==> src/rtl/assert_macros.svh <==
// ----------------------------------------------------------------------------
// assert_macros.svh
// Concurrent assertion helpers; empty when SYNTHESIS is defined.
// ----------------------------------------------------------------------------
`ifndef ASSERT_MACROS_SVH
`define ASSERT_MACROS_SVH

`ifndef SYNTHESIS

// Same-cycle implication.
`define ASSERT_IMPLIES(label, clk, rst_n, ante, cons) \
    label: assert property (@(posedge clk) disable iff (!(rst_n)) (ante) |-> (cons)) \
        else $error("assertion failed: same-cycle implication");

// Next-cycle implication.
`define ASSERT_NEXT(label, clk, rst_n, ante, cons) \
    label: assert property (@(posedge clk) disable iff (!(rst_n)) (ante) |=> (cons)) \
        else $error("assertion failed: next-cycle implication");

`else

`define ASSERT_IMPLIES(label, clk, rst_n, ante, cons)
`define ASSERT_NEXT(label, clk, rst_n, ante, cons)

`endif

`endif

==> src/rtl/sgn_pkg.sv <==
// ----------------------------------------------------------------------------
// sgn_pkg
// Shared constants and types of the seeded 2D gradient noise pipeline.
// ----------------------------------------------------------------------------
package sgn_pkg;

    localparam int NUM_STAGES    = 9;
    localparam int CORNERS       = 4;
    localparam int FRAC_BITS_DEF = 16;

    // lattice hash mixer constants
    localparam logic [31:0] K_HX   = 32'h8da6b343;
    localparam logic [31:0] K_HZ   = 32'hd8163841;
    localparam logic [31:0] K_SEED = 32'h9e3779b9;
    localparam logic [31:0] K_XOR  = 32'hcb1ab31f;
    localparam logic [31:0] K_M1   = 32'h7feb352d;
    localparam logic [31:0] K_M2   = 32'h846ca68b;

    // 0.70710678 in Q16
    localparam logic [16:0] DIAG_Q16 = 17'd46341;
    localparam logic [16:0] ONE_Q16  = 17'd65536;

    typedef enum logic [2:0] {
        GRAD_PX  = 3'd0,
        GRAD_NX  = 3'd1,
        GRAD_PZ  = 3'd2,
        GRAD_NZ  = 3'd3,
        GRAD_DPP = 3'd4,
        GRAD_DNP = 3'd5,
        GRAD_DPN = 3'd6,
        GRAD_DNN = 3'd7
    } grad_t;

    // corner order: bit 0 selects x+1, bit 1 selects z+1
    typedef logic [CORNERS-1:0][2:0] grad_quad_t;

    typedef struct packed {
        logic [NUM_STAGES-1:0] load;
    } pipe_ctl_t;

endpackage

==> src/rtl/sgn_fade.sv <==
// ----------------------------------------------------------------------------
// sgn_fade
// Quintic fade 6t^5-15t^4+10t^3 in Q16, one power per stage, clamped.
// ----------------------------------------------------------------------------
module sgn_fade
    import sgn_pkg::*;
(
    input  logic        aclk,
    input  pipe_ctl_t   ctl,
    input  logic [15:0] t_in,
    output logic [16:0] fade
);

    logic [15:0] t0_reg, t1_reg, t2_reg;
    logic [15:0] pw2_reg, pw3a_reg, pw3b_reg, pw3c_reg, pw4_reg, pw4b_reg, pw5_reg;
    logic [15:0] pw2_next, pw3_next, pw4_next, pw5_next;
    logic [16:0] fade_reg, fade_next;

    always_comb begin
        logic [31:0] m2, m3, m4, m5;
        logic signed [23:0] sum;
        m2 = t_in * t_in;
        m3 = pw2_reg * t0_reg;
        m4 = pw3a_reg * t1_reg;
        m5 = pw4_reg * t2_reg;
        pw2_next = m2[31:16];
        pw3_next = m3[31:16];
        pw4_next = m4[31:16];
        pw5_next = m5[31:16];
        sum = 24'(6 * $signed({8'd0, pw5_reg})) + 24'(10 * $signed({8'd0, pw3c_reg}))
            - 24'(15 * $signed({8'd0, pw4b_reg}));
        if (sum < 0) begin
            fade_next = '0;
        end else if (sum > $signed({7'd0, ONE_Q16})) begin
            fade_next = ONE_Q16;
        end else begin
            fade_next = sum[16:0];
        end
    end

    always_ff @(posedge aclk) begin
        if (ctl.load[0]) begin
            t0_reg  <= t_in;
            pw2_reg <= pw2_next;
        end
        if (ctl.load[1]) begin
            t1_reg   <= t0_reg;
            pw3a_reg <= pw3_next;
        end
        if (ctl.load[2]) begin
            t2_reg   <= t1_reg;
            pw3b_reg <= pw3a_reg;
            pw4_reg  <= pw4_next;
        end
        if (ctl.load[3]) begin
            pw3c_reg <= pw3b_reg;
            pw4b_reg <= pw4_reg;
            pw5_reg  <= pw5_next;
        end
        if (ctl.load[4]) begin
            fade_reg <= fade_next;
        end
    end

    // t3 and t4 ride along with t5 through the stage that forms t5
    assign fade = fade_reg;

endmodule

==> config.mk <==
export PLATFORM = sky130hd
export DESIGN_NAME = sgn_fade
export DESIGN_NICKNAME = d
export VERILOG_FILES = /design/src/rtl/assert_macros.svh /design/src/rtl/sgn_pkg.sv /design/src/rtl/sgn_fade.sv
export SDC_FILE = /design/constraint.sdc
export NUM_CORES = 2
export LEC_CHECK = 0
export BUFFER_PORTS_ARGS = -buffer_cell sky130_fd_sc_hd__buf_4
export CORE_MARGIN = 8
export CORE_UTILIZATION = 51
export DETAILED_ROUTE_END_ITERATION = 8
export GPL_ROUTABILITY_DRIVEN = 0
export PLACE_DENSITY = 0.67
export RECOVER_POWER = 100
export SYNTH_ARGS = -nofsm -noshare
export SYNTH_HDL_FRONTEND = slang
export SYNTH_SLANG_ARGS = --single-unit
==> constraint.sdc <==
create_clock -name aclk -period 7.9 [get_ports aclk]
set_input_delay 0.79 -clock aclk [delete_from_list [all_inputs] [get_ports aclk]]
set_output_delay 0.79 -clock aclk [all_outputs]
set_load 0.1 [all_outputs]
==> qor.txt <==
Failing checks -> capacitance limit, slew limit
Vias per cell -> 5.16
Rows -> 102
Yosys top cell area share -> 40.4%
Layer with the highest usage -> met2
F_max -> 0.138 GHz
Most frequent cells in the layout -> inv_1, fa_1, nand2_1
Initial antenna violation count -> 0
Final Hold Fails -> 0
Cts hold-fix bufs -> 0
Placed insts -> 5089
Status -> complete, but fails checks
Post-Syn Area per Cell -> 9.70 sq um
Critical path buffer and inverter count -> 4
Routed length per instance -> 16.3 microns
Crit path max fanout -> 13
Kind of critical path -> input port to register
Final Non-Filler Cells -> 5121
Post-synthesis sequential area ratio -> 13.3%
Nets -> 5376
Clock root buffer -> clkbuf_16
Area leader, netlist -> fa_1
Ys async rst share -> 0%
Num CTS Buffers -> 17
Maximum root-to-sink buffer count -> 2
HP Class -> register to register
Post-Syn Instances -> 4104
Initial DRC count -> 1171
Layout Skew -> 0.0158 ns
# IOs -> 43
Primary FF master, synth -> edfxtp_1
Synthesized flop and latch total -> 177
Dpl hpwl -> 68700 microns
Vias in the first global route -> 28900
First drt pass iteration count -> 5
FF-to-FF End -> fade[3]
Initial Util -> 51.5%
Setup violations, final -> 0
Most common cell after layout, fill and taps aside -> inv_1
Reg2Reg Launch Point -> pw5_reg[1]
CP endpoint -> pw2_reg[15]
Ys Warns -> 0
Max reg flops -> 17
Post-Route WL -> 83600 microns
Yosys cell types -> 75
Setup_tns -> 0 ns
Global route total overflow -> 0
Worst slew pin tran -> 2.53 ns
WP depth -> 21
Worst-case reg-to-reg path depth -> 23
Final slew viol count -> 164
Htree depth -> 4
CP Launch Type -> input port
Number of flops mapped to enable cells by yosys -> 177
Detailed-route DRC error count -> 0
Antenna cells -> 0
Crit path launch -> t_in[10]
RSZ-0062 raised after global routing -> false
Max_cap viols -> 4
Worst path required time -> 8.14 ns
Crit. End Element -> register
Worst hold path startpoint -> pw3b_reg[5]
Worst path max stage delay -> 0.60 ns
Reg2reg setup slack -> 0.79 ns
CP dominant cell by count -> fa_1
# fillers -> 7005
Worst-skew pair later-pin latency -> 0.51 ns
Antenna Nets Post-Route -> 0
Met1 Use GR -> 24.6%
Core outline area -> 77300 sq um
Fin crit share -> 91.9%
Syn Nets -> 5412
DIE AREA -> 87300 sq um
PortBufs -> 38
Share of layout cells above drive strength 1 -> 1.62%
Die height -> 295 microns
Met2 Track Usage GR -> 36.9%
CTS tree -> done
Slew margin rel. -> -68.4%
Critical path, cell by cell -> clkbuf_1 -> inv_1 -> nor2_1 -> fa_1 -> fa_1 -> inv_1 -> fa_1 -> fa_1 -> fa_1 -> inv_1 -> fa_1 -> ha_1 -> nand3_1 -> nor3_1 -> and3_1 -> nand3_1 -> a31oi_1 -> o22ai_1 -> o21ai_0 -> o41ai_1 -> xnor2_1
Layout area overhead -> 4.30%
Largest cells by area after synthesis -> fa_1, ha_1, edfxtp_1
Worst-path clk slew -> 0.08 ns
Die width -> 295 microns
Family with the most delay on the worst path -> adder cells
Via count -> 26400
Crit path time final -> 7.26 ns
GRT Util Overall -> 20.3%
Largest net degree at the start of global routing -> 49
Met3 Usage GRT -> 2.79%
Clock net sink count -> 177
Slowest cell on the critical path -> clkbuf_1
Worst Path Arrival -> 7.50 ns
Synth Cell Area -> 39800 sq um
First-pass GRT wire length -> 142000 microns
## area by class of cell
cell class	instances	area, sq um	area share [%]
multi-input combinational	2799	30200	72.7
timing repair buffer	64	270	0.651
tap	1040	1300	3.13
clock buffer	17	425	1.02
sequential	177	5320	12.8
inverter	1009	3790	9.12
clock inverter	15	223	0.536
## synthesized netlist by cell type, types with 17 or more instances
| cell | instances |
|---|---|
| inv_1 | 1009 |
| fa_1 | 804 |
| nand2_1 | 618 |
| ha_1 | 478 |
| and2_1 | 303 |
| edfxtp_1 | 177 |
| clkbuf_1 | 110 |
| nor2_1 | 89 |
| a21oi_1 | 80 |
| xnor2_1 | 75 |
| o21ai_0 | 44 |
| xor2_1 | 36 |
| nand3_1 | 27 |
| nor3_1 | 25 |
| a21o_1 | 23 |
| nor2b_1 | 23 |
| a211oi_1 | 17 |
## kinds of logic (layout without fill, tap and decap cells)
family,count (synthesis),after routing,share of synthesized area (%)
compound gates,265,265,4.53
simple gates,1137,1137,13.4
flops,177,177,13.3
xor+xnor,112,112,2.48
mux,3,3,0.0786
fa+ha+maj,1282,1282,55.4
buf+inv,1128,1105,10.7
## worst min path at each step
stage / endpoint / cells after the start / slack (ns)
5_1_grt: pw3c_reg[11] / 0 / 0.42
3_3_place_gp: pw3c_reg[4] / 0 / 0.40
3_5_place_dp: pw3c_reg[13] / 0 / 0.40
4_1_cts: pw3c_reg[5] / 0 / 0.42
6_report: pw3c_reg[5] / 0 / 0.41
2_1_floorplan: pw3c_reg[0] / 0 / 0.40
## routing by layer
layer	vias to the layer above	part of all wire, %
li1	12300	-
met1	13400	42
met2	546	51
met3	130	4.2
met4	0	3.0
met5	-	0
## repair_timing
item | in CTS | in global routing
setup buffers | 0 | 0
resized for setup | 0 | 1
setup endpoints to repair | 0 | 4
## per-stage QoR
stage | setup slack (ns) | utilization (%) | hold slack (ns) | cell area, sq um
6_report | 0.640 | 53.7 | 0.414 | 41500
5_1_grt | 0.0925 | 53.7 | 0.425 | 41500
4_1_cts | 0.573 | 54.0 | 0.419 | 41800
3_5_place_dp | 0.604 | 53.2 | 0.405 | 41100
3_3_place_gp | 0.657 | 53.2 | 0.402 | 41100
2_1_floorplan | 1.36 | - | 0.400 | 39800
Power is not shown: default switching activity piles up to over one toggle a cycle in this logic, so the estimate is an artifact.
