**src/rtl/assert_macros.svh**
```systemverilog
// ----------------------------------------------------------------------------
// assert_macros.svh
// Concurrent assertion helpers; empty when SYNTHESIS is defined.
// ----------------------------------------------------------------------------
`ifndef ASSERT_MACROS_SVH
`define ASSERT_MACROS_SVH

`ifndef SYNTHESIS

// Same-cycle implication.
`define ASSERT_IMPLIES(label, clk, rst_n, ante, cons) \
    label: assert property (@(posedge clk) disable iff (!(rst_n)) (ante) |-> (cons)) \
        else $error("assertion failed: same-cycle implication");

// Next-cycle implication.
`define ASSERT_NEXT(label, clk, rst_n, ante, cons) \
    label: assert property (@(posedge clk) disable iff (!(rst_n)) (ante) |=> (cons)) \
        else $error("assertion failed: next-cycle implication");

`else

`define ASSERT_IMPLIES(label, clk, rst_n, ante, cons)
`define ASSERT_NEXT(label, clk, rst_n, ante, cons)

`endif

`endif

```
**src/rtl/sgn_pkg.sv**
```systemverilog
// ----------------------------------------------------------------------------
// sgn_pkg
// Shared constants and types of the seeded 2D gradient noise pipeline.
// ----------------------------------------------------------------------------
package sgn_pkg;

    localparam int NUM_STAGES    = 9;
    localparam int CORNERS       = 4;
    localparam int FRAC_BITS_DEF = 16;

    // lattice hash mixer constants
    localparam logic [31:0] K_HX   = 32'h8da6b343;
    localparam logic [31:0] K_HZ   = 32'hd8163841;
    localparam logic [31:0] K_SEED = 32'h9e3779b9;
    localparam logic [31:0] K_XOR  = 32'hcb1ab31f;
    localparam logic [31:0] K_M1   = 32'h7feb352d;
    localparam logic [31:0] K_M2   = 32'h846ca68b;

    // 0.70710678 in Q16
    localparam logic [16:0] DIAG_Q16 = 17'd46341;
    localparam logic [16:0] ONE_Q16  = 17'd65536;

    typedef enum logic [2:0] {
        GRAD_PX  = 3'd0,
        GRAD_NX  = 3'd1,
        GRAD_PZ  = 3'd2,
        GRAD_NZ  = 3'd3,
        GRAD_DPP = 3'd4,
        GRAD_DNP = 3'd5,
        GRAD_DPN = 3'd6,
        GRAD_DNN = 3'd7
    } grad_t;

    // corner order: bit 0 selects x+1, bit 1 selects z+1
    typedef logic [CORNERS-1:0][2:0] grad_quad_t;

    typedef struct packed {
        logic [NUM_STAGES-1:0] load;
    } pipe_ctl_t;

endpackage

```
**src/rtl/sgn_blend.sv**
```systemverilog
// ----------------------------------------------------------------------------
// sgn_blend
// Corner dot products, diagonal scaling, two lerp levels and Q2.14 output.
// ----------------------------------------------------------------------------
module sgn_blend
    import sgn_pkg::*;
(
    input  logic         aclk,
    input  pipe_ctl_t    ctl,
    input  logic [15:0]  off_x,
    input  logic [15:0]  off_z,
    input  grad_quad_t   grad,
    input  logic [16:0]  fade_x,
    input  logic [16:0]  fade_z,
    output logic [15:0]  noise_value
);

    logic [2:0][15:0] dx_reg, dz_reg;

    logic signed [CORNERS-1:0][18:0] v_reg, v_next;
    logic [CORNERS-1:0]              diag_reg, diag_next;
    logic signed [CORNERS-1:0][17:0] n_reg, n_next;

    logic signed [36:0] plo_reg, phi_reg, plo_next, phi_next;
    logic signed [17:0] n00_reg, n01_reg;
    logic [16:0]        fz5_reg, fz6_reg;
    logic signed [18:0] lo6_reg, hi6_reg, lo6_next, hi6_next;
    logic signed [37:0] p7_reg, p7_next;
    logic signed [18:0] lo7_reg;
    logic [15:0]        out_reg, out_next;

    always_comb begin
        logic signed [18:0] ex, ez, dlo, dhi;
        logic signed [36:0] dprod;
        logic signed [19:0] d2;
        logic signed [20:0] rr;
        logic signed [18:0] qv;
        for (int c = 0; c < CORNERS; c++) begin
            ex = $signed({3'd0, dx_reg[2]}) - (c[0] ? 19'sd65536 : 19'sd0);
            ez = $signed({3'd0, dz_reg[2]}) - (c[1] ? 19'sd65536 : 19'sd0);
            diag_next[c] = 1'b1;
            case (grad_t'(grad[c]))
                GRAD_PX: begin
                    v_next[c] = ex;
                    diag_next[c] = 1'b0;
                end
                GRAD_NX: begin
                    v_next[c] = -ex;
                    diag_next[c] = 1'b0;
                end
                GRAD_PZ: begin
                    v_next[c] = ez;
                    diag_next[c] = 1'b0;
                end
                GRAD_NZ: begin
                    v_next[c] = -ez;
                    diag_next[c] = 1'b0;
                end
                GRAD_DPP: v_next[c] = ex + ez;
                GRAD_DNP: v_next[c] = ez - ex;
                GRAD_DPN: v_next[c] = ex - ez;
                default:  v_next[c] = -ex - ez;
            endcase
            // arithmetic shift of the product is the floored Q16 scale
            dprod = 37'($signed(v_reg[c]) * $signed({1'b0, DIAG_Q16}));
            n_next[c] = diag_reg[c] ? dprod[33:16] : v_reg[c][17:0];
        end

        dlo = 19'($signed(n_reg[1])) - 19'($signed(n_reg[0]));
        dhi = 19'($signed(n_reg[3])) - 19'($signed(n_reg[2]));
        plo_next = 37'(dlo * $signed({1'b0, fade_x}));
        phi_next = 37'(dhi * $signed({1'b0, fade_x}));

        lo6_next = 19'(n00_reg) + plo_reg[34:16];
        hi6_next = 19'(n01_reg) + phi_reg[34:16];

        d2 = 20'(hi6_reg) - 20'(lo6_reg);
        p7_next = 38'(d2 * $signed({1'b0, fz6_reg}));

        // round half up to Q2.14, then saturate
        rr = 21'(lo7_reg) + 21'($signed(p7_reg[35:16])) + 21'sd2;
        qv = rr[20:2];
        if (qv > 19'sd32767) begin
            out_next = 16'h7fff;
        end else if (qv < -19'sd32768) begin
            out_next = 16'h8000;
        end else begin
            out_next = qv[15:0];
        end
    end

    always_ff @(posedge aclk) begin
        if (ctl.load[0]) begin
            dx_reg[0] <= off_x;
            dz_reg[0] <= off_z;
        end
        if (ctl.load[1]) begin
            dx_reg[1] <= dx_reg[0];
            dz_reg[1] <= dz_reg[0];
        end
        if (ctl.load[2]) begin
            dx_reg[2] <= dx_reg[1];
            dz_reg[2] <= dz_reg[1];
        end
        if (ctl.load[3]) begin
            v_reg    <= v_next;
            diag_reg <= diag_next;
        end
        if (ctl.load[4]) begin
            n_reg <= n_next;
        end
        if (ctl.load[5]) begin
            plo_reg <= plo_next;
            phi_reg <= phi_next;
            n00_reg <= n_reg[0];
            n01_reg <= n_reg[2];
            fz5_reg <= fade_z;
        end
        if (ctl.load[6]) begin
            lo6_reg <= lo6_next;
            hi6_reg <= hi6_next;
            fz6_reg <= fz5_reg;
        end
        if (ctl.load[7]) begin
            p7_reg  <= p7_next;
            lo7_reg <= lo6_reg;
        end
        if (ctl.load[8]) begin
            out_reg <= out_next;
        end
    end

    assign noise_value = out_reg;

endmodule

```
**config.mk**
```make
export PLATFORM = sky130hd
export DESIGN_NAME = sgn_blend
export DESIGN_NICKNAME = d
export VERILOG_FILES = /design/src/rtl/assert_macros.svh /design/src/rtl/sgn_pkg.sv /design/src/rtl/sgn_blend.sv
export SDC_FILE = /design/constraint.sdc
export NUM_CORES = 2
export LEC_CHECK = 0
export ABC_CLOCK_PERIOD_IN_PS = 10900
export BUFFER_PORTS_ARGS = -buffer_cell sky130_fd_sc_hd__buf_2
export CAP_MARGIN = 20
export CELL_PAD_IN_SITES_DETAIL_PLACEMENT = 1
export CELL_PAD_IN_SITES_GLOBAL_PLACEMENT = 1
export CORE_UTILIZATION = 47
export CTS_CLUSTER_SIZE = 40
export DETAILED_ROUTE_END_ITERATION = 16
export HOLD_SLACK_MARGIN = 0.12
export PLACE_DENSITY_LB_ADDON = 0.1
export SKIP_CTS_REPAIR_TIMING = 1
export SYNTH_ARGS = -nofsm -noshare
export SYNTH_HDL_FRONTEND = slang
export SYNTH_SLANG_ARGS = --single-unit
export TNS_END_PERCENT = 10
```
**constraint.sdc**
```tcl
create_clock -name aclk -period 10.9 [get_ports aclk]
set_input_delay 0.545 -clock aclk [delete_from_list [all_inputs] [get_ports aclk]]
set_output_delay 0.545 -clock aclk [all_outputs]
set_load 0.005 [all_outputs]
```
==> summary.md <==
| Metric | Value |
|---|---|
| H-tree depth reported by CTS | 2 |
| DP Wirelength | 195,000 um |
| Synth area leader | fa_1 |
| Hold crit path type | input pin to register |
| Global router's overall resource usage | about 28% |
| Number of synthesized flops with an enable pin | around 450 |
| Pre-antenna DRT Iters | 5 |
| Largest cells by area after synthesis | fa_1 32%, edfxtp_1 17%, ha_1 16% |
| Most used cell along the critical path | fa_1 |
| Max Clock Freq | around 0.10 GHz |
| DR vias | just under 60,000 |
| Setup skew after layout | 0.0477 ns |
| Post-DRT Antenna Nets | 0 |
| Commonest cells post-synth | 1,866 x inv_1, 1,318 x fa_1, 1,033 x ha_1 |
| RSZ-0062 raised after global routing | no |
| Synthesized cell area | 81,400 um2 |
| Fin. Hold Viols | 0 |
| Initial core utilization | 47.4% |
| Mapped Nets | roughly 11,000 |
| YS warnings | 0 |
| Vias in the first global route | approximately 66,000 |
| Avg WL per Cell | 22.5 um |
| CP Data Required Time | between 10 and 15 ns |
| Max-slew violations | 0 |
| Design area | slightly below 90,000 um2 |
| Critical path capture point type | register |
| Syn-to-layout area delta | 6.66% |
| Placement-stage cell area | around 84,000 um2 |
| Initial antenna violation count | 10 |
| Full die area | around 170,000 um2 |
| Final core occ | about half |
| Status | completed |
| Sink Count | about 450 |
| Ports | approximately 100 |
| Most frequent cell after synthesis | inv_1 |
| Cells after Synth | 8,403 |
| CP max stage cell | a21boi_1 |
| First-pass GRT wire length | between 300,000 and 400,000 um |
| Netlist cell types | 99 |
| Cell row count | ~150 |
| Worst EP arrival | between 9 and 10 ns |
| Setup Total Neg Slack | 0 ns |
| TritonCTS clock tree | built |
| Largest net degree at the start of global routing | 74 |
| Die X | approximately 420 um |
| Clock-pin slew on the worst setup and hold paths | ~0.060 ns |
| Buffers on Ports | just over 100 |
| Type of the worst setup path | register to register |
| Yosys top cell area share | 32.4% |
| Sequential share of the synthesized area | between 10% and 20% |
| Post-route DRC | 0 |
| Final period util | 87.9% |
| Share of synthesized registers carrying an async set or reset | 0% |
| Total gr overflow | 0 |
| Fraction of layout cells with a size suffix above 1 | under 10% |
| Core Region | between 150,000 and 200,000 um2 |
| Rel. slew slack | about a fifth |
| Tightest hold margin | ~0.22 ns |
| Max reg flops | 76 |
| Routability cong. | 0.934 |
| Clock Tree Buf Depth | 3 |
| Syn_area_per_cell | approximately 9.7 um2 |
| Tightest Pin Transition | 1.18 ns |
| Startpoint Class | register |
| Clk_lat worst skew | between 0.6 and 0.7 ns |
| CP Max Fanout | 8 |
| Die Ht | roughly 420 um |
| CP max stage delay | roughly 0.86 ns |
| Final #Nets | 10,863 |
| Post-DR vias/cell | about 5.5 |
| Main synth FF type | edfxtp_1 |
| Cts bufs inserted | 54 |
| WL final | 243,000 um |
| Initial DRC Count | between 3,000 and 4,000 |
| # setup viols final | 0 |
| CTS Root Cell | clkbuf_16 |
| Seq cells post-synth | around 450 |
| Final worst path period need | roughly 9.6 ns |
| Total of max-cap violations | 0 |
[cells by family after synthesis]
| logic type | Yosys count | share of synthesized area, % |
|---|---|---|
| and+or+nand+nor | 1944 | 11.6 |
| muxes | 66 | 0.947 |
| xor gates and xnor gates | 433 | 4.67 |
| AOI/OAI and AO/OA | 985 | 7.78 |
| buffers and inverters | 2169 | 10.1 |
| DFF | 449 | 16.6 |
| adders and majority gates | 2357 | 48.4 |
[metal layers]
| layer | global-route usage (%) | share of wire (%) | up-vias |
|---|---|---|---|
| met5 | 0 | 0.020 | - |
| met3 | 2.59 | 3.9 | 360 |
| li1 | - | - | 26554 |
| met4 | 8.75 | 3.4 | 8 |
| met1 | 36.6 | 43 | 30615 |
| met2 | 50.2 | 50 | 1215 |
[cell type report]
type / instances / area (um2)
flip-flops and latches: 449 / 13500
repair buffers: 262 / 1850
inverters: 1872 / 7030
well taps: 2310 / 2890
fillers: 19283 / 84900
multi-input cells: 5785 / 59700
diodes: 2 / 5.00
clock inverters: 39 / 458
clock buffers: 60 / 1370
[layout by cell type, fill, tap and decap left out, types with 15 or more instances in the layout]
cell type / count
a21oi_1: 297
mux2i_1: 23
fa_1: 1318
xnor2_1: 338
o21bai_1: 16
a211oi_1: 37
or3_1: 39
a21o_1: 55
nor2_1: 283
and2_1: 381
o21ai_0: 207
nand3b_1: 18
buf_4: 112
nand4_1: 24
a21boi_0: 15
o31ai_1: 23
xor2_1: 94
mux2_2: 38
nor3_1: 95
and3_1: 27
dlygate4sd3_1: 49
nor2b_1: 102
or2_2: 18
ha_1: 1033
nand2_1: 771
buf_2: 100
o22ai_1: 26
nand2b_1: 59
clkbuf_16: 54
o21a_1: 43
a22oi_1: 19
nand3_1: 79
edfxtp_1: 449
o211ai_1: 36
a221oi_1: 18
a31oi_1: 34
inv_1: 1866
[stage by stage]
step,setup WS (ns),instances
after floorplan,2.42,8403
after global placement,1.49,10628
after detailed placement,1.35,10628
after CTS,1.34,10727
after global routing,0.539,10777
final,1.31,10779
[worst paths after layout]
kind | from | end | slack [ns] | cells past startpoint
max | n_reg[18]$_DFFE_PP_ | plo_reg[34]$_DFFE_PP_ | 1.31 | 34
min | ctl[4] | n_reg[65]$_DFFE_PP_ | 0.22 | 1
max reg2reg | n_reg[18]$_DFFE_PP_ | plo_reg[34]$_DFFE_PP_ | 1.31 | 34
min reg2reg | dx_reg[4]$_DFFE_PP_ | dx_reg[20]$_DFFE_PP_ | 0.41 | 0
[worst max-delay path, delay by kind of cell (launching register included)]
family	cells	cell delay, ns
AND/OR/NAND/NOR	4	0.95
buffers and inverters	6	0.36
AO/OA/AOI/OAI	13	3.79
XOR/XNOR	2	0.23
flip-flops	1	0.37
adder cells (fa/ha/maj)	9	3.63
Power is not shown: default switching activity piles up to over one toggle a cycle in this logic, so the estimate is an artifact.
